===== src/rtl/core/kwc_pkg.sv =====
// Shared types and constants for the kernel window convolution block.
// No dependencies; every other file in rtl/core refers to it by scoped names.
package kwc_pkg;

    // Fixed field and register widths
    localparam int ROW_W      = 12;    // row counter and out_row
    localparam int WREG_W     = 11;    // image_width register
    localparam int HREG_W     = 13;    // image_height register
    localparam int CFG_W      = 13;    // config write data, widest register
    localparam int CFG_IDX_W  = 1;     // config register index
    localparam int CIDX_W     = 4;     // coeff_index field
    localparam int SUM_OUT_W  = 28;    // conv_sum field
    localparam int MAX_HEIGHT = 4096;  // largest usable frame height

    // Config register indexes
    localparam logic [CFG_IDX_W-1:0] REG_IMAGE_WIDTH  = 1'b0;
    localparam logic [CFG_IDX_W-1:0] REG_IMAGE_HEIGHT = 1'b1;

    // Input word modes
    localparam logic MODE_KERNEL = 1'b0;
    localparam logic MODE_PIXEL  = 1'b1;

    // Per-word control flags carried down the pipeline
    typedef struct packed {
        logic emit;   // word produces a result
        logic err;    // frame too small for the kernel
        logic last;   // final pixel of the frame
    } t_ctl;

endpackage


===== src/rtl/core/kwc_mac.sv =====
// Multiply the window by the flipped kernel and add through a registered tree.
// Depends on kwc_pkg (t_ctl, ROW_W, SUM_OUT_W).
module kwc_mac #(
    parameter int KERNEL_SIZE = 3,
    parameter int MAX_WIDTH   = 1024,
    parameter int PIXEL_BITS  = 8,
    parameter int COEFF_BITS  = 16
) (
    input  logic                                          i_clk,
    input  logic                                          i_rst_n,
    input  logic                                          i_valid,
    input  kwc_pkg::t_ctl                                 i_ctl,
    input  logic [kwc_pkg::ROW_W-1:0]                     i_tag_row,
    input  logic [$clog2(MAX_WIDTH)-1:0]                  i_tag_col,
    input  logic [KERNEL_SIZE*KERNEL_SIZE*PIXEL_BITS-1:0] i_window,
    input  logic [KERNEL_SIZE*KERNEL_SIZE*COEFF_BITS-1:0] i_kernel,
    output logic                                          o_push,
    output logic signed [kwc_pkg::SUM_OUT_W-1:0]          o_sum,
    output logic [kwc_pkg::ROW_W-1:0]                     o_row,
    output logic [$clog2(MAX_WIDTH)-1:0]                  o_col,
    output logic                                          o_last,
    output logic                                          o_err
);

    localparam int K      = KERNEL_SIZE;
    localparam int KK     = K * K;
    localparam int COL_W  = $clog2(MAX_WIDTH);
    localparam int PROD_W = COEFF_BITS + PIXEL_BITS + 1;
    localparam int RSUM_W = PROD_W + 3;
    localparam int TOT_W  = PROD_W + 6;

    logic signed [PROD_W-1:0] r_prod [KK];
    logic signed [RSUM_W-1:0] r_rsum [K];
    logic signed [TOT_W-1:0]  r_total;
    logic signed [RSUM_W-1:0] rsum [K];
    logic signed [TOT_W-1:0]  total;

    logic [2:0]                r_valid;
    kwc_pkg::t_ctl             r_ctl [3];
    logic [kwc_pkg::ROW_W-1:0] r_row [3];
    logic [COL_W-1:0]          r_col [3];

    // Products: window[i][j] meets kernel[K-1-i][K-1-j].
    always_ff @(posedge i_clk) begin
        for (int i = 0; i < K; i++) begin
            for (int j = 0; j < K; j++) begin
                r_prod[i*K+j] <=
                    $signed(i_kernel[((K-1-i)*K + (K-1-j))*COEFF_BITS +: COEFF_BITS])
                    * $signed({1'b0, i_window[(i*K+j)*PIXEL_BITS +: PIXEL_BITS]});
            end
        end
    end

    always_comb begin
        for (int i = 0; i < K; i++) begin
            rsum[i] = '0;
            for (int j = 0; j < K; j++) begin
                rsum[i] = rsum[i] + RSUM_W'(r_prod[i*K+j]);
            end
        end
        total = '0;
        for (int i = 0; i < K; i++) begin
            total = total + TOT_W'(r_rsum[i]);
        end
    end

    always_ff @(posedge i_clk) begin
        for (int i = 0; i < K; i++) begin
            r_rsum[i] <= rsum[i];
        end
        r_total  <= total;
        r_ctl[0] <= i_ctl;
        r_row[0] <= i_tag_row;
        r_col[0] <= i_tag_col;
        for (int s = 1; s < 3; s++) begin
            r_ctl[s] <= r_ctl[s-1];
            r_row[s] <= r_row[s-1];
            r_col[s] <= r_col[s-1];
        end
    end

    always_ff @(posedge i_clk) begin
        if (!i_rst_n) begin
            r_valid <= '0;
        end else begin
            r_valid <= {r_valid[1:0], i_valid};
        end
    end

    assign o_push = r_valid[2] && r_ctl[2].emit;
    assign o_sum  = r_ctl[2].err ? '0 : kwc_pkg::SUM_OUT_W'(r_total);
    assign o_row  = r_row[2];
    assign o_col  = r_col[2];
    assign o_last = r_ctl[2].last;
    assign o_err  = r_ctl[2].err;

endmodule


===== config.mk =====
export PLATFORM = sky130hd
export DESIGN_NAME = kwc_mac
export DESIGN_NICKNAME = d
export VERILOG_FILES = /design/src/rtl/core/kwc_pkg.sv /design/src/rtl/core/kwc_mac.sv
export SDC_FILE = /design/constraint.sdc
export NUM_CORES = 2
export LEC_CHECK = 0
export ABC_AREA = 1
export CAP_MARGIN = 5
export CORE_ASPECT_RATIO = 2
export CORE_MARGIN = 4
export CORE_UTILIZATION = 45
export CTS_CLUSTER_SIZE = 30
export DETAILED_ROUTE_END_ITERATION = 10
export DONT_BUFFER_PORTS = 1
export PLACE_DENSITY = 0.64
export SKIP_CTS_REPAIR_TIMING = 1
export SLEW_MARGIN = 15
export SYNTH_ARGS = -nofsm -noshare
export SYNTH_HDL_FRONTEND = slang
export SYNTH_SLANG_ARGS = --single-unit

===== constraint.sdc =====
create_clock -name i_clk -period 9.4 [get_ports i_clk]
set_input_delay 0.47 -clock i_clk [delete_from_list [all_inputs] [get_ports i_clk]]
set_output_delay 0.47 -clock i_clk [all_outputs]
set_load 0.01 [all_outputs]

==> qor.log <==
qor: job.max-cap-violations 0
qor: cells_and_area.flow.area_growth_from_synthesis 4.647%
qor: synthesis.ys_warn_count 0
qor: route.detail_route.wirelength 183400 µm
qor: timing.setup_viol_count_final 0
qor: cts.cts.root.buffer_cell sky130_fd_sc_hd__clkbuf_16
qor: cts.clkLatencyLatePin 610 ps
qor: critical_path.start_kind input port
qor: critical_path.worst_ep_required_time 9910 ps
qor: critical_path.worstSetupPathType input port to register
qor: placement.io_buffer_count 0
qor: cells_and_area.layout_cell_share_with_drive_strength_beyond_1 1.597%
qor: timing.worst_slew_margin_rel 57.65%
qor: synthesis.netlist_instances 9020
qor: timing.worst_pin_slew 632.9 ps
qor: cts.clkSinkCount 412
qor: status.run_status complete, no violations
qor: floorplan.core_area 142500 µm²
qor: cts.clk_pin_slew_worst_paths 70 ps
qor: timing.report.final.hold_viol_count 0
qor: critical_path.path_max_fanout 16
qor: route.drt_drc_violations_left 0
qor: timing.fin_crit_sh 40.27%
qor: timing.rsz_0062_raised_after_global_routing no
qor: route.met3_wirelength 7337 µm
qor: floorplan.die_w 275.6 µm
qor: cts.htree_num_levels 2
qor: floorplan.die-area 149700 µm²
qor: critical_path.crit_arrival 4290 ps
qor: cells_and_area.filler_cell_count 14.48k
qor: synthesis.synthesis.nets 10.84k
qor: route.top_layer_used met4
qor: global_route.number_of_antenna_violations_at_the_first_check_in_global_routing 1
qor: global_route.grt_overflow 0
qor: critical_path.endpoint_kind register
qor: synthesis.syn-cell-area 64450 µm²
qor: global_route.grt_start_max_net_pins 22
qor: synthesis.post_synthesis_mean_instance_area 7.146 µm²
qor: synthesis.async_reset_ff_share 0%
qor: synthesis.synth_cell_types 29
qor: synthesis.synth_ff_type sky130_fd_sc_hd__dfxtp_1
qor: cts.cts_inserted_buffers 42
qor: cells_and_area.multiInputGateArea 44950 µm²
qor: route.num_vias 51.93k
qor: cells_and_area.seqCellArea 8248 µm²
qor: floorplan.floorplan.rows 196
qor: timing.totalNegativeSetupSlack 0 ps
qor: critical_path.crit_path_cell_trace nand2_1 > fa_1 > inv_1 > fa_1 > fa_1 > inv_1 > fa_1 > inv_1 > ha_1 > nand2_1 > nor3_1 > nand3_1 > nand4_1 > nand2_1
qor: global_route.grt_pass1_vias 56.09k
qor: synthesis.synthDominantCellAreaShare 31.81%
qor: floorplan.chipHeight 543.2 µm
qor: worst_hold_path.hp-class input port to register
qor: timing.period_needed 3785 ps
qor: synthesis.yosysSeqAreaShare 12.80%
qor: placement.finalWeightedCongestion 0.9681
qor: synthesis.synth_area_leader_cell sky130_fd_sc_hd__fa_1
qor: critical_path.worst_path_max_delay_cell sky130_fd_sc_hd__fa_1
qor: critical_path.critical_path.max_stage_delay 740 ps
qor: floorplan.floorplan.io_pins 297
qor: timing.maxClockFrequency 264.2 MHz
qor: floorplan.initial_utilization 45.24%
qor: route.met2_wirelength_from_detailed_routing 106000 µm
qor: cells_and_area.nNetsFinal 10.62k
qor: critical_path.cpLargestDelayFamily adder cells
qor: global_route.first_pass_grt_wire_length 288300 µm
qor: route.wire_length_the_detailed_router_placed_on_met1 54850 µm
qor: timing.timing.clock.skew 32.15 ps
qor: route.dr.first_iter.drc_count 2243
qor: route.post_drt_wl_per_cell 17.13 µm
qor: cells_and_area.antenna_cells 0
qor: route.avgViaCountPerCell 4.848
qor: route.drt_pass_1_iters 6
qor: global_route.grt_usage 24.74%
qor: synthesis.postSynthRegisterBits 412
qor: critical_path.cp.buffers_inverters 3
qor: synthesis.synth.area.top_cells sky130_fd_sc_hd__fa_1 (32%), sky130_fd_sc_hd__nand2_1 (16%), sky130_fd_sc_hd__inv_1 (16%), sky130_fd_sc_hd__dfxtp_1 (13%), sky130_fd_sc_hd__ha_1 (11%)
qor: timing.final_max_slew_viol_count 0
qor: synthesis.commonest_cells_post_synth sky130_fd_sc_hd__nand2_1 (2685), sky130_fd_sc_hd__inv_1 (2662), sky130_fd_sc_hd__fa_1 (1024)
qor: synthesis.synth_most_common_cell sky130_fd_sc_hd__nand2_1
qor: synthesis.synth-edff-count 0
qor: critical_path.critical-path-top-cell-by-count sky130_fd_sc_hd__fa_1
qor: placement.place.detailed.hpwl 163000 µm
qor: cts.cts_buffer_depth 3
qor: route.final_antenna_net_count 0
qor: cts.cts_tree built
==> worst reg2reg max path, stage by stage, from the launching register on <==
cell and delay [ps]:
sky130_fd_sc_hd__dfxtp_1 550, sky130_fd_sc_hd__inv_1 100, sky130_fd_sc_hd__fa_1 380, sky130_fd_sc_hd__inv_1 70, sky130_fd_sc_hd__ha_1 230, sky130_fd_sc_hd__inv_1 80, sky130_fd_sc_hd__fa_1 460, sky130_fd_sc_hd__inv_1 130
sky130_fd_sc_hd__nand3_1 80, sky130_fd_sc_hd__nand3_1 240, sky130_fd_sc_hd__nand2_1 80, sky130_fd_sc_hd__nand2_1 170, sky130_fd_sc_hd__nand3_1 120, sky130_fd_sc_hd__nand4_1 90, sky130_fd_sc_hd__nand2_1 60
==> logic make-up (layout without fill, tap and decap cells) <==
kind of cell	count (synthesis)	count (layout)	share of synthesized area, %
adders and majority gates	1575	1575	42.50
DFF	412	412	12.80
and+or+nand+nor	3534	3534	21.98
buffers and inverters	2977	2787	17.47
AOI/OAI and AO/OA	354	354	2.972
xor gates and xnor gates	168	168	2.283
==> layout by cell type, fill, tap and decap left out, types with 56 or more instances in the layout <==
cell type / synthesis / final
sky130_fd_sc_hd__o21ai_0: 56 / 56
sky130_fd_sc_hd__nand3_1: 263 / 263
sky130_fd_sc_hd__nand4_1: 83 / 83
sky130_fd_sc_hd__xor2_1: 112 / 112
sky130_fd_sc_hd__xnor2_1: 56 / 56
sky130_fd_sc_hd__nor2_1: 378 / 378
sky130_fd_sc_hd__fa_1: 1024 / 1024
sky130_fd_sc_hd__ha_1: 551 / 551
sky130_fd_sc_hd__dfxtp_1: 412 / 412
sky130_fd_sc_hd__nand2_1: 2685 / 2685
sky130_fd_sc_hd__a21oi_1: 236 / 236
sky130_fd_sc_hd__inv_1: 2662 / 2662
==> metal layers <==
layer | track usage [%] | vias up
met5 | 0 | -
met4 | 16.76 | 0
li1 | - | 25190
met1 | 20.83 | 24970
met3 | 3.568 | 576
met2 | 51.10 | 1200
==> layout make-up <==
class,count,share of cell area (%)
sequential,412,12.23
clock inverter,28,0.4638
inverter,2664,14.83
clock buffer,49,1.673
multi-input combinational,5631,66.64
tap,1881,3.489
timing repair buffer,46,0.6789
==> state kept, by name, summed over array words and instances (netlist names) <==
| register | count |
|---|---|
| r_ctl | 9 |
| r_valid | 3 |
| r_rsum | 81 |
| r_prod | 225 |
| r_total | 28 |
| r_row | 36 |
| r_col | 30 |
==> path summary, 6_finish.rpt <==
path | start | end | slack (ps) | cells past startpoint
worst max-delay path | i_window[56] | r_prod[0][198]$_DFF_P_ | 5610 | 14
worst min-delay path | i_window[57] | r_prod[0][176]$_DFF_P_ | 100 | 3
worst max register to register | r_prod[0][125]$_DFF_P_ | r_rsum[0][53]$_DFF_P_ | 6440 | 14
worst min register to register | r_row[0][22]$_DFF_P_ | r_row[0][34]$_DFF_P_ | 320 | 0
==> per-stage QoR <==
step           instance area, µm²  worst slack [ps]  hold WS [ps]  cells  utilization, %
5_1_grt                     67450              5408         73.40  10710           47.34
4_1_cts                     67000              5633        -144.7  10670           47.02
6_report                    67450              5615         96.10  10710           47.34
3_3_place_gp                65560              5011         310.0  10590           46.01
3_5_place_dp                65560              4974         312.1  10590           46.01
2_1_floorplan               64450              4982         309.6   9020               -
Power is left out: the tool's default activity adds up to more than one toggle a clock period on the data nets, which glitch-free logic cannot reach.
