<file path="src/rtl/core/kwc_pkg.sv">
// Shared types and constants for the kernel window convolution block.
// No dependencies; every other file in rtl/core refers to it by scoped names.
package kwc_pkg;

    // Fixed field and register widths
    localparam int ROW_W      = 12;    // row counter and out_row
    localparam int WREG_W     = 11;    // image_width register
    localparam int HREG_W     = 13;    // image_height register
    localparam int CFG_W      = 13;    // config write data, widest register
    localparam int CFG_IDX_W  = 1;     // config register index
    localparam int CIDX_W     = 4;     // coeff_index field
    localparam int SUM_OUT_W  = 28;    // conv_sum field
    localparam int MAX_HEIGHT = 4096;  // largest usable frame height

    // Config register indexes
    localparam logic [CFG_IDX_W-1:0] REG_IMAGE_WIDTH  = 1'b0;
    localparam logic [CFG_IDX_W-1:0] REG_IMAGE_HEIGHT = 1'b1;

    // Input word modes
    localparam logic MODE_KERNEL = 1'b0;
    localparam logic MODE_PIXEL  = 1'b1;

    // Per-word control flags carried down the pipeline
    typedef struct packed {
        logic emit;   // word produces a result
        logic err;    // frame too small for the kernel
        logic last;   // final pixel of the frame
    } t_ctl;

endpackage

</file>
<file path="src/rtl/core/kwc_out_fifo.sv">
// Result queue between the arithmetic pipeline and the output channel.
// Depends on kwc_pkg (ROW_W, SUM_OUT_W).
module kwc_out_fifo #(
    parameter int DEPTH = 8,
    parameter int COL_W = 10
) (
    input  logic                                 i_clk,
    input  logic                                 i_rst_n,
    input  logic                                 i_push,
    input  logic signed [kwc_pkg::SUM_OUT_W-1:0] i_sum,
    input  logic [kwc_pkg::ROW_W-1:0]            i_row,
    input  logic [COL_W-1:0]                     i_col,
    input  logic                                 i_last,
    input  logic                                 i_err,
    output logic                                 o_valid,
    input  logic                                 i_stall,
    output logic signed [kwc_pkg::SUM_OUT_W-1:0] o_sum,
    output logic [kwc_pkg::ROW_W-1:0]            o_row,
    output logic [COL_W-1:0]                     o_col,
    output logic                                 o_last,
    output logic                                 o_err
);

    localparam int PTR_W = $clog2(DEPTH);
    localparam int CNT_W = $clog2(DEPTH + 1);
    localparam int ENT_W = kwc_pkg::SUM_OUT_W + kwc_pkg::ROW_W + COL_W + 2;

    logic [ENT_W-1:0] r_ent [DEPTH];
    logic [PTR_W-1:0] r_wr_ptr;
    logic [PTR_W-1:0] r_rd_ptr;
    logic [CNT_W-1:0] r_count;
    logic             pop;

    assign pop = o_valid && !i_stall;

    always_ff @(posedge i_clk) begin
        if (i_push) begin
            r_ent[r_wr_ptr] <= {i_sum, i_row, i_col, i_last, i_err};
        end
    end

    always_ff @(posedge i_clk) begin
        if (!i_rst_n) begin
            r_wr_ptr <= '0;
            r_rd_ptr <= '0;
            r_count  <= '0;
        end else begin
            if (i_push) begin
                r_wr_ptr <= r_wr_ptr + 1'b1;
            end
            if (pop) begin
                r_rd_ptr <= r_rd_ptr + 1'b1;
            end
            case ({i_push, pop})
                2'b10:   r_count <= r_count + 1'b1;
                2'b01:   r_count <= r_count - 1'b1;
                default: r_count <= r_count;
            endcase
        end
    end

    assign o_valid = (r_count != '0);
    assign {o_sum, o_row, o_col, o_last, o_err} = r_ent[r_rd_ptr];

    a_no_overflow: assert property (@(posedge i_clk) disable iff (!i_rst_n)
        i_push |-> (r_count < CNT_W'(DEPTH)) || pop)
        else $error("result queue overflow");

endmodule

</file>
<file path="config.mk">
export PLATFORM = sky130hd
export DESIGN_NAME = kwc_out_fifo
export DESIGN_NICKNAME = d
export VERILOG_FILES = /design/src/rtl/core/kwc_pkg.sv /design/src/rtl/core/kwc_out_fifo.sv
export SDC_FILE = /design/constraint.sdc
export NUM_CORES = 1
export LEC_CHECK = 0
export BUFFER_PORTS_ARGS = -buffer_cell sky130_fd_sc_hd__clkbuf_2
export CAP_MARGIN = 40
export CORE_MARGIN = 2
export CORE_UTILIZATION = 30
export DETAILED_ROUTE_END_ITERATION = 7
export PLACE_DENSITY = 0.43
export SLEW_MARGIN = 20
export SYNTH_ARGS = -nofsm -noshare
export SYNTH_HDL_FRONTEND = slang
export SYNTH_SLANG_ARGS = --single-unit
</file>
<file path="constraint.sdc">
create_clock -name i_clk -period 6.45 [get_ports i_clk]
set_input_delay 1.29 -clock i_clk [delete_from_list [all_inputs] [get_ports i_clk]]
set_output_delay 1.29 -clock i_clk [all_outputs]
set_load 0.02 [all_outputs]
</file>
==> results.md, run 1 <==
* Met3 Usage GRT at 0.03264
* Seq. cell area at 12,760 um2
* Post-CTS sizing at 0
* Root buffer cell: clkbuf_16
* Via count at between 7k and 8k
* Reg2reg end: r_count[2]
* R2R Setup Slk at 3.89 ns
* Worst Tran Pin Value at around 0.77 ns
* Layout cells sized above 1 at 0.4187
* Number of global-route vias before repair at 7,907
* Max-slew violations at 0
* CP Depth at 5
* DPL Wire Length at 19,120 um
* WL final at 35,340 um
* First-pass GRT wire length at 52,810 um
* Final setup margin at about 2.2 ns
* Status: finished, final reports clean
* # port buffers at 108
* Leakage at between 6 and 7 nW
* CP top delay family: multiplexers
* Crit path buf inv count at 3
* Layout Nets at between 800 and 900
* Overall routing resource usage at 0.1287
* Crit path to: o_sum[22]
* # fillers at 4,988
* DR vias/cell at 4.635
* Synth Flop Type: edfxtp_1
* Buffer depth of the longest clock path at 3
* GR peak layer: met2
* Cts hold-fix bufs at 0
* Mapped Cells at between 600 and 700
* Final Wtd Congestion at 0.6417
* Routed Antenna Nets at 0
* Unrepaired setup endpoints after global routing: false
* Die X at 237.1 um
* Critical Path AT at 2.96 ns
* Max incr delay on CP at 0.59 ns
* Pre-CTS WS at between 2 and 3 ns
* Area Growth Syn to Fin at 18.63%
* Met2 usage at 0.2034
* Final period util at 0.6589
* CP max stage cell: mux4_1
* Largest net degree at the start of global routing at 46
* CTS buffer count at 47
* Syn. warnings at 0
* Fin cells at 1,552
* Clk slew on worst S/H paths at 0.05 ns
* Synth Cell Area at 16,300 um2
* Die Y at 237.1 um
* Syn Area/Cell at 24.18 um2
* Die area at 56,200 um2
* Core Area at roughly 54,000 um2
* Initial antenna violation count at 2
* Worst path required time at 5.16 ns
* Multi-input logic area at 3374 um2
* Sequential area share after synthesis at 0.7825
* Syn_nets at 735
* # rows at 85
* # H-tree levels at 2
* Clk_lat worst skew at 0.58 ns
* Slew headroom at 0.4885
* Endpoints failing setup at 0
* CTS tree: done
* Min Tclk post-route at about 4.3 ns
* Worst-path fanout max at 30
* Reg2reg path depth at 9
* FF+latch count, synth at 429
* Grt met1 use at 0.1769
* Power, Total at roughly 7.2 mW
* Critical Path Start Type: flop
* Post-CTS Setup Bufs at 0
* Skew final at between 0.02 and 0.025 ns
* Fin Setup TNS at 0 ns
* Pwr/cell area at 371.0 nW/um2
* Avg WL per Cell at around 23 um
* # clock sinks at 429
* Initial drt markers at 432
* Peak supply drop at about 290 uV
* Max-Cap Viols at 0
* DRC violations left at 0
* Crit-path cells: buf_16 > buf_4 > mux4_1 > mux2_2 > clkbuf_2
* Crit end category: output port
* Fmax at 235.3 MHz
* Worst min-delay path class: flop to flop
* Fin. Hold Viols at 0
* CP Class: flop to output port
* Post-synthesis async set-or-reset flop share at 0
* IO Count at 109
* Reg2reg start: r_count[1]
* Starting Density at 0.3028
* First-pass DRT Iterations at 4
* Post-synth EDFFs at 416
* Aggregate global routing overflow at 0
* Synth cell types at 30
* Dpl cells at 1,468
-- Yosys cell counts (5+ instances only) --
cell	number	area, um2
ha_1	5	62.56
nor2_1	7	26.28
edfxtp_1	416	12490
buf_6	5	56.30
and2_1	6	37.54
dfxtp_1	13	260.3
xor2_1	5	43.79
nand2_1	6	22.52
clkbuf_1	14	52.55
buf_2	9	45.04
mux2_2	53	596.8
mux4_2	101	2275
-- flip-flops by register name, indices dropped and copies added (netlist names), named ones only --
signal,count
r_rd_ptr,3
r_ent,416
r_wr_ptr,3
r_count,4
-- power breakdown --
group | switching (mW) | internal (mW)
clock network | 1.05 | 1.44
logic | 0.738 | 0.718
registers | 0.0729 | 3.15
-- placed cells by master, fill, tap and decap left out, types with 4 or more instances in the layout --
master / instances
buf_16: 5
clkbuf_2: 108
xor2_1: 5
clkinv_1: 9
clkbuf_16: 48
and2_1: 6
nor2_4: 6
buf_12: 7
clkinv_2: 9
edfxtp_1: 416
mux4_2: 101
nand2_1: 6
ha_1: 5
nand2b_1: 4
dfxtp_1: 10
buf_4: 10
mux2_2: 53
clkbuf_1: 11
-- per-stage QoR --
step | instance area [um2] | hold slack, ns | utilization
floorplan | 16300 | 0.4423 | -
global placement | 17670 | 0.4541 | 0.3284
detailed placement | 17910 | 0.4777 | 0.3328
CTS | 19330 | 0.4856 | 0.3592
global route | 19330 | 0.5130 | 0.3592
finish | 19330 | 0.4767 | 0.3593
-- per-layer routing --
layer | vias to the layer above | wire length [um]
met3 | 60 | 1721
met2 | 139 | 16570
met4 | 4 | 689
li1 | 3158 | -
met5 | - | 22
met1 | 3832 | 16340
-- worst min path at each step --
stage | depth (start not counted) | slack [ns] | endpoint | startpoint
after detailed placement | 2 | 0.48 | r_count[3] | r_count[3]
after global placement | 2 | 0.45 | r_count[3] | r_count[3]
after global routing | 2 | 0.51 | r_count[3] | r_count[3]
after floorplan | 2 | 0.44 | r_count[3] | r_count[3]
final | 2 | 0.48 | r_count[3] | r_count[3]
after CTS | 2 | 0.49 | r_count[3] | r_count[3]
-- cells by family after synthesis --
logic type,Yosys count,share of synthesized area
flops,429,0.7825
mux,160,0.1829
buf+inv,34,0.01382
simple gates,32,0.01029
compound gates,7,0.002917
xor+xnor,7,0.003762
fa+ha+maj,5,0.003839
-- final cells by class --
type,instances,area share
repair buffers,130,0.04621
clock buffers,59,0.06426
diodes,1,0.0001294
inverters,2,0.0003883
well taps,696,0.04504
flip-flops and latches,429,0.6602
clock inverters,24,0.009255
multi-input cells,211,0.1745
-- worst register-to-register path: stages, from the launching register on --
cell	delay [ns]
dfxtp_1	0.37
nor4_1	0.56
nor2_1	0.20
ha_1	0.31
xor2_1	0.17
ha_1	0.18
a21oi_1	0.14
xor2_1	0.09
or3_1	0.30
a21boi_0	0.15
Power figures use the tool's default switching activity.
==> inputs of run 2 (changes only) <==
--- a/config.mk
+++ b/config.mk
@@ -5,12 +5,13 @@
 export SDC_FILE = /design/constraint.sdc
 export NUM_CORES = 1
 export LEC_CHECK = 0
+export ABC_AREA = 1
 export BUFFER_PORTS_ARGS = -buffer_cell sky130_fd_sc_hd__clkbuf_2
 export CAP_MARGIN = 40
 export CORE_MARGIN = 2
 export CORE_UTILIZATION = 30
 export DETAILED_ROUTE_END_ITERATION = 7
-export PLACE_DENSITY = 0.43
+export PLACE_DENSITY = 0.45
 export SLEW_MARGIN = 20
 export SYNTH_ARGS = -nofsm -noshare
 export SYNTH_HDL_FRONTEND = slang
==> constraint.sdc (replaced) <==
create_clock -name i_clk -period 3.4 [get_ports i_clk]
set_input_delay 0.68 -clock i_clk [delete_from_list [all_inputs] [get_ports i_clk]]
set_output_delay 0.68 -clock i_clk [all_outputs]
set_load 0.02 [all_outputs]
==> run 2 against run 1 <==
Compared with the run above: design area is 2.1% higher; synthesized area grew 3.0%; clock skew is 0.0029 ns lower; largest power group unchanged; highest routed layer unchanged.
==> results.md, run 2 <==
* Leakage at 6.771 nW
* CP Class: flop to output port
* Met2 usage at 0.2221
* Most common cell in the netlist: edfxtp_1
* IO Count at 109
* Leading cell types in the layout, fill and taps excluded: 416 x edfxtp_1, 212 x nor2_1, 192 x o21ai_0
* FF+latch count, synth at 429
* Fmax at 333.0 MHz
* Synth cell types at 26
* Initial drt markers at 741
* Largest regs: r_ent: 416 flops, r_count: 4 flops
* CTS tree: done
* Switching part of the total at 0.3124
* Via count at 9,914
* Grt met1 use at 0.2007
* # port buffers at approximately 110
* Final period util at 0.8833
* Layout Nets at 1,430
* First-pass DRT Iterations at 5
* First-pass GRT wire length at 61,820 um
* Post-synthesis async set-or-reset flop share at 0
* Power, Total at 14.45 mW
* # clock sinks at about 430
* Aggregate global routing overflow at 0
* # fillers at 5,362
* Sequential area share after synthesis at 0.7594
* Endpoints failing setup at 0
* Min Tclk post-route at 3.003 ns
* Overall routing resource usage at 0.1421
* Initial antenna violation count at 4
* # H-tree levels at 2
* GR peak layer: met2
* Peak supply drop at 464.6 uV
* Critical Path Start Type: flop
* Routed Antenna Nets at 0
* Largest area contributor in the netlist: edfxtp_1
* Number of global-route vias before repair at 9,822
* Reg2reg start: r_count[0]
* DRC violations left at 0
* Dpl cells at 2,068
* Placed Area at 18,280 um2
* Max-Cap Viols at 0
* P_int at 9.939 mW
* Clock power share at 0.337
* Area contributors post-synth: edfxtp_1 74%, o21ai_0 5.7%, nor2_1 4.9%
* Pre-CTS WS at approximately 0.94 ns
* Largest register by flop count: r_ent
* Worst hold stages at 1
* Die X at 240.6 um
* Cts hold-fix bufs at 0
* Synth Cell Area at 16,790 um2
* Pwr/cell area at 732.0 nW/um2
* Fin. Hold Viols at 0
* Slew headroom at 0.4307
* Area Growth Syn to Fin at 17.58%
* Worst path required time at ~2.7 ns
* Avg WL per Cell at 19.02 um
* Crit end category: output port
* Net Switching at roughly 4.5 mW
* Syn. warnings at 0
* Largest net degree at the start of global routing at 107
* Post-CTS sizing at 0
* Post-CTS Setup Bufs at 0
* Clk slew on worst S/H paths at 0.06 ns
* Synth Flop Type: edfxtp_1
* Final Wtd Congestion at 0.6979
* Worst min-delay path class: input pin to flop
* Worst-path fanout max at 35
* Unrepaired setup endpoints after global routing: false
* Max reg flops at ~420
* Final Cell Area at between 15,000 and 20,000 um2
* Share of the synthesized area in the top cell type at 0.7439
* Sequential power share at 0.419
* Hold path startpoint: i_row[3]
* Reg2reg path depth at 13
* CTS buffer count at 47
* Met3 Usage GRT at 0.03111
* Mapped Cells at ~1.3k
* Syn_nets at approximately 1.3k
* Reg2reg end: r_count[2]
* # rows at 86
* WL final at 40,990 um
* CP max stage cell: buf_4
* Worst Tran Pin Value at 0.8540 ns
* Layout cells sized above 1 at 0.1486
* DPL Wire Length at 21,700 um
* Commonest non-fill, non-tap cell in the layout: edfxtp_1
* Cell mode on critical path: nand2_1
* Core Area at approximately 55,000 um2
* Max incr delay on CP at 0.38 ns
* Critical Path AT at 2.32 ns
* Crit-path cells: inv_4 > buf_4 > o21ai_0 > o21ai_1 > nand2_1 > nand2_1 > clkbuf_2
* Root buffer cell: clkbuf_16
* DR vias/cell at 4.600
* Most common library cells after synthesis: 416 x edfxtp_1, 220 x nor2_1, 192 x o21ai_0
* Post-synth EDFFs at between 400 and 500
* Syn Area/Cell at between 10 and 15 um2
* Die Y at 240.6 um
* Logic pwr share at 0.244
* R2R Setup Slk at 1.35 ns
* Die area at 57,890 um2
* Max-slew violations at 0
* Status: finished, final reports clean
* Starting Density at 0.3042
* Buffer depth of the longest clock path at 3
* Skew final at 0.01890 ns
* Hold path endpoint: r_ent[0][15]
* Final setup margin at about 0.4 ns
* Core Util, Final at 0.3577
* Clk_lat worst skew at 0.58 ns
* Fin cells at 2,155
-- run 2: cell count changes after synthesis, sizes merged, moves of 23 or more --
cell and delta:
mux4 -104, mux2 -53, nor2 +213, mux2i +49
o22ai +52, clkbuf +23, nand2 +167, o21ai +214
-- run 2: how the worst max path moves through the flow --
stage	to	slack, ns	cells past startpoint
detailed placement	o_col[1]	0.94	7
floorplan	r_ent[0][0]	-0.32	3
CTS	o_col[1]	0.30	7
finish	o_col[1]	0.40	7
global placement	o_row[0]	0.93	7
global route	o_col[1]	0.18	7
-- run 2: metal layers --
layer  share of wire  wire (um)  vias up
met3           0.043       1772       59
met2            0.46      19010      144
li1                -          -     4791
met4           0.019        762        6
met1            0.47      19410     4914
met5          0.0010         41        -
-- run 2: kinds of logic after synthesis --
family | Yosys count | synth area share
XOR/XNOR | 3 | 0.001565
AO/OA/AOI/OAI | 279 | 0.08702
multiplexers | 52 | 0.03099
AND/OR/NAND/NOR | 398 | 0.08948
buffers and inverters | 92 | 0.02786
adder cells (fa/ha/maj) | 5 | 0.003725
flip-flops | 429 | 0.7594
-- run 2: layout make-up --
type | instances | area (um2) | area share
diodes | 1 | 2.502 | 0.0001267
inverters | 18 | 71.32 | 0.003612
well taps | 748 | 935.9 | 0.04740
flip-flops and latches | 429 | 12760 | 0.6463
multi-input cells | 737 | 3633 | 0.1840
clock inverters | 22 | 183.9 | 0.009315
clock buffers | 64 | 1281 | 0.06489
repair buffers | 136 | 875.8 | 0.04436
-- run 2: power by group through the flow --
| stage | Combinational, mW | Clock (mW) | Sequential, mW |
|---|---|---|---|
| 2_1_floorplan | 2.48 | 0 | 6.12 |
| 3_3_place_gp | 3.58 | 0 | 6.17 |
| 3_5_place_dp | 3.60 | 0 | 6.17 |
| 4_1_cts | 3.62 | 5.03 | 6.06 |
| 5_1_grt | 3.96 | 5.23 | 6.08 |
| 6_report | 3.52 | 4.87 | 6.06 |
-- run 2: metrics by stage --
stage | setup TNS, ns | hold WS, ns
after detailed placement | 0 | 0.4899
final | 0 | 0.3827
after floorplan | -66.58 | 0.4476
after global routing | 0 | 0.3673
after CTS | 0 | 0.3477
after global placement | 0 | 0.4849
-- run 2: critical path, delay by kind of cell (launching register included) --
family | cells | cell delay, ns
buffers and inverters | 3 | 0.92
AOI/OAI and AO/OA | 2 | 0.23
DFF | 1 | 0.37
and+or+nand+nor | 2 | 0.18
==> inputs of run 3 (changes only) <==
--- a/config.mk
+++ b/config.mk
@@ -6,12 +6,14 @@
 export NUM_CORES = 1
 export LEC_CHECK = 0
 export ABC_AREA = 1
-export BUFFER_PORTS_ARGS = -buffer_cell sky130_fd_sc_hd__clkbuf_2
+export BUFFER_PORTS_ARGS = -buffer_cell sky130_fd_sc_hd__buf_4
 export CAP_MARGIN = 40
+export CELL_PAD_IN_SITES_DETAIL_PLACEMENT = 1
+export CELL_PAD_IN_SITES_GLOBAL_PLACEMENT = 2
 export CORE_MARGIN = 2
 export CORE_UTILIZATION = 30
 export DETAILED_ROUTE_END_ITERATION = 7
-export PLACE_DENSITY = 0.45
+export PLACE_DENSITY = 0.59
 export SLEW_MARGIN = 20
 export SYNTH_ARGS = -nofsm -noshare
 export SYNTH_HDL_FRONTEND = slang
==> run 3 against run 2 <==
Compared with the run above: core utilization is 0.49 points higher; non-clock buffer count is 3 higher; total power is 0.93% higher; combinational power is 6.5% higher; clock power is 3% lower; sequential cell count stayed put; global-route usage is 0.88 points higher; critical path type unchanged.
==> results.md, run 3 (synthesis results as in run 2) <==
* Layout cells sized above 1 at 0.1502
* CTS buffer count at 49
* Critical Path Start Type: flop
* Initial antenna violation count at 1
* DPL Wire Length at 23,170 um
* Core Area at between 50,000 and 60,000 um2
* Die X at 240.6 um
* Root buffer cell: clkbuf_16
* Largest net degree at the start of global routing at 101
* Seq. cell area at 12,760 um2
* # rows at 86
* Cts hold-fix bufs at 0
* Via count at 10.17k
* First-pass GRT wire length at 65,500 um
* # clock sinks at 429
* CTS tree: done
* Worst Tran Pin Value at roughly 0.73 ns
* Max-Cap Viols at 0
* Power, Total at 14.59 mW
* Fin. Hold Viols at 0
* First-pass DRT Iterations at 4
* Skew final at 0.01446 ns
* Worst-path fanout max at 40
* Overall routing resource usage at 0.1509
* Commonest non-fill, non-tap cell in the layout: edfxtp_1
* Final setup margin at 0.2751 ns
* Leakage at ~7 nW
* Met3 Usage GRT at 0.02573
* GR peak layer: met2
* # H-tree levels at 2
* Post-CTS Setup Bufs at 0
* Aggregate global routing overflow at 0
* Multi-input logic area at roughly 3600 um2
* Fin cells at around 2.2k
* Largest regs: r_ent: 416 flops, r_count: 4 flops
* DRC violations left at 0
* Antenna cells at 0
* # port buffers at between 100 and 150
* Slew headroom at 0.5128
* Met2 usage at 0.2577
* Buffer depth of the longest clock path at 3
* Status: finished, final reports clean
* Max reg flops at 416
* Fmax at 320.0 MHz
* Endpoints failing setup at 0
* Number of global-route vias before repair at 10.89k
* Initial drt markers at 532
* Crit end category: output port
* Grt met1 use at 0.1963
* Pwr/cell area at 728.8 nW/um2
* Area Growth Syn to Fin at 19.19%
* Min Tclk post-route at 3.125 ns
* Fin Setup TNS at 0 ns
* Core Util, Final at 0.3626
* Die Y at 240.6 um
* Hold path startpoint: i_col[2]
* Layout Nets at 1,435
* Worst path required time at 2.72 ns
* WL final at 43,000 um
* Die area at ~58,000 um2
* Clk_lat worst skew at 0.58 ns
* Pre-CTS WS at 0.8107 ns
* Peak supply drop at ~360 uV
* Starting Density at 0.3042
* CP Class: flop to output port
* DR vias/cell at 4.721
* IO Count at 109
* Critical Path AT at 2.44 ns
* Final Wtd Congestion at 0.6751
* # fillers at roughly 5.8k
* Routed Antenna Nets at 0
* Largest register by flop count: r_ent
* Post-CTS sizing at 0
* Max-slew violations at 0
* Worst min-delay path class: input pin to flop
* Dpl cells at around 2.1k
* Clk slew on worst S/H paths at 0.06 ns
* Final period util at 0.9191
* Leading cell types in the layout, fill and taps excluded: 416 x edfxtp_1, 212 x nor2_1, 192 x o21ai_0
* Unrepaired setup endpoints after global routing: false
* Reg2reg start: r_count[2]
* Avg WL per Cell at roughly 20 um
run 3: changes by cell type in the layout (fill, tap and decap cells not counted), moves of 3 or more:
cell and delta:
buf_12 +3, bufinv_16 -3, clkbuf_1 +3, buf_4 +108
clkbuf_16 +3, clkinv_1 -6, clkbuf_2 -108
run 3: path summary, 6_finish.rpt:
kind	to	slack, ns	cells past startpoint
setup / recovery	o_col[8]	0.28	6
hold reg to reg	r_rd_ptr[0]	0.50	1
hold / removal	r_ent[1][4]	0.33	1
setup reg to reg	r_count[2]	1.36	13
run 3: layout make-up:
class / count / share of cell area
Tap cell: 748 / 0.04676
Clock buffer: 68 / 0.06695
Timing Repair Buffer: 139 / 0.06026
Clock inverter: 14 / 0.003438
Sequential cell: 429 / 0.6375
Inverter: 18 / 0.003563
Multi-Input combinational cell: 737 / 0.1815
run 3: critical path: stages, from the launching register on:
cell	delay, ns
dfxtp_4	0.66
buf_4	0.42
o21ai_0	0.13
o21ai_0	0.19
nand2_1	0.07
nand2_1	0.18
buf_4	0.18
run 3: report_power, final:
part	switching, mW	internal, mW
logic	2.41	1.34
registers	0.132	5.97
clock network	2.02	2.72
total	4.56	10.0
run 3: metrics by stage:
step	area [um2]	hold WS [ns]
final	20020	0.3349
after global routing	20020	0.3147
after CTS	20020	0.2997
after detailed placement	18610	0.4753
after global placement	18610	0.4631
after floorplan	16800	0.4476
run 3: layer usage:
metal | vias to the layer above | wire length [um]
met3 | 68 | 1535
met4 | 2 | 915
li1 | 4778 | -
met2 | 149 | 20980
met1 | 5168 | 19560
met5 | - | 13
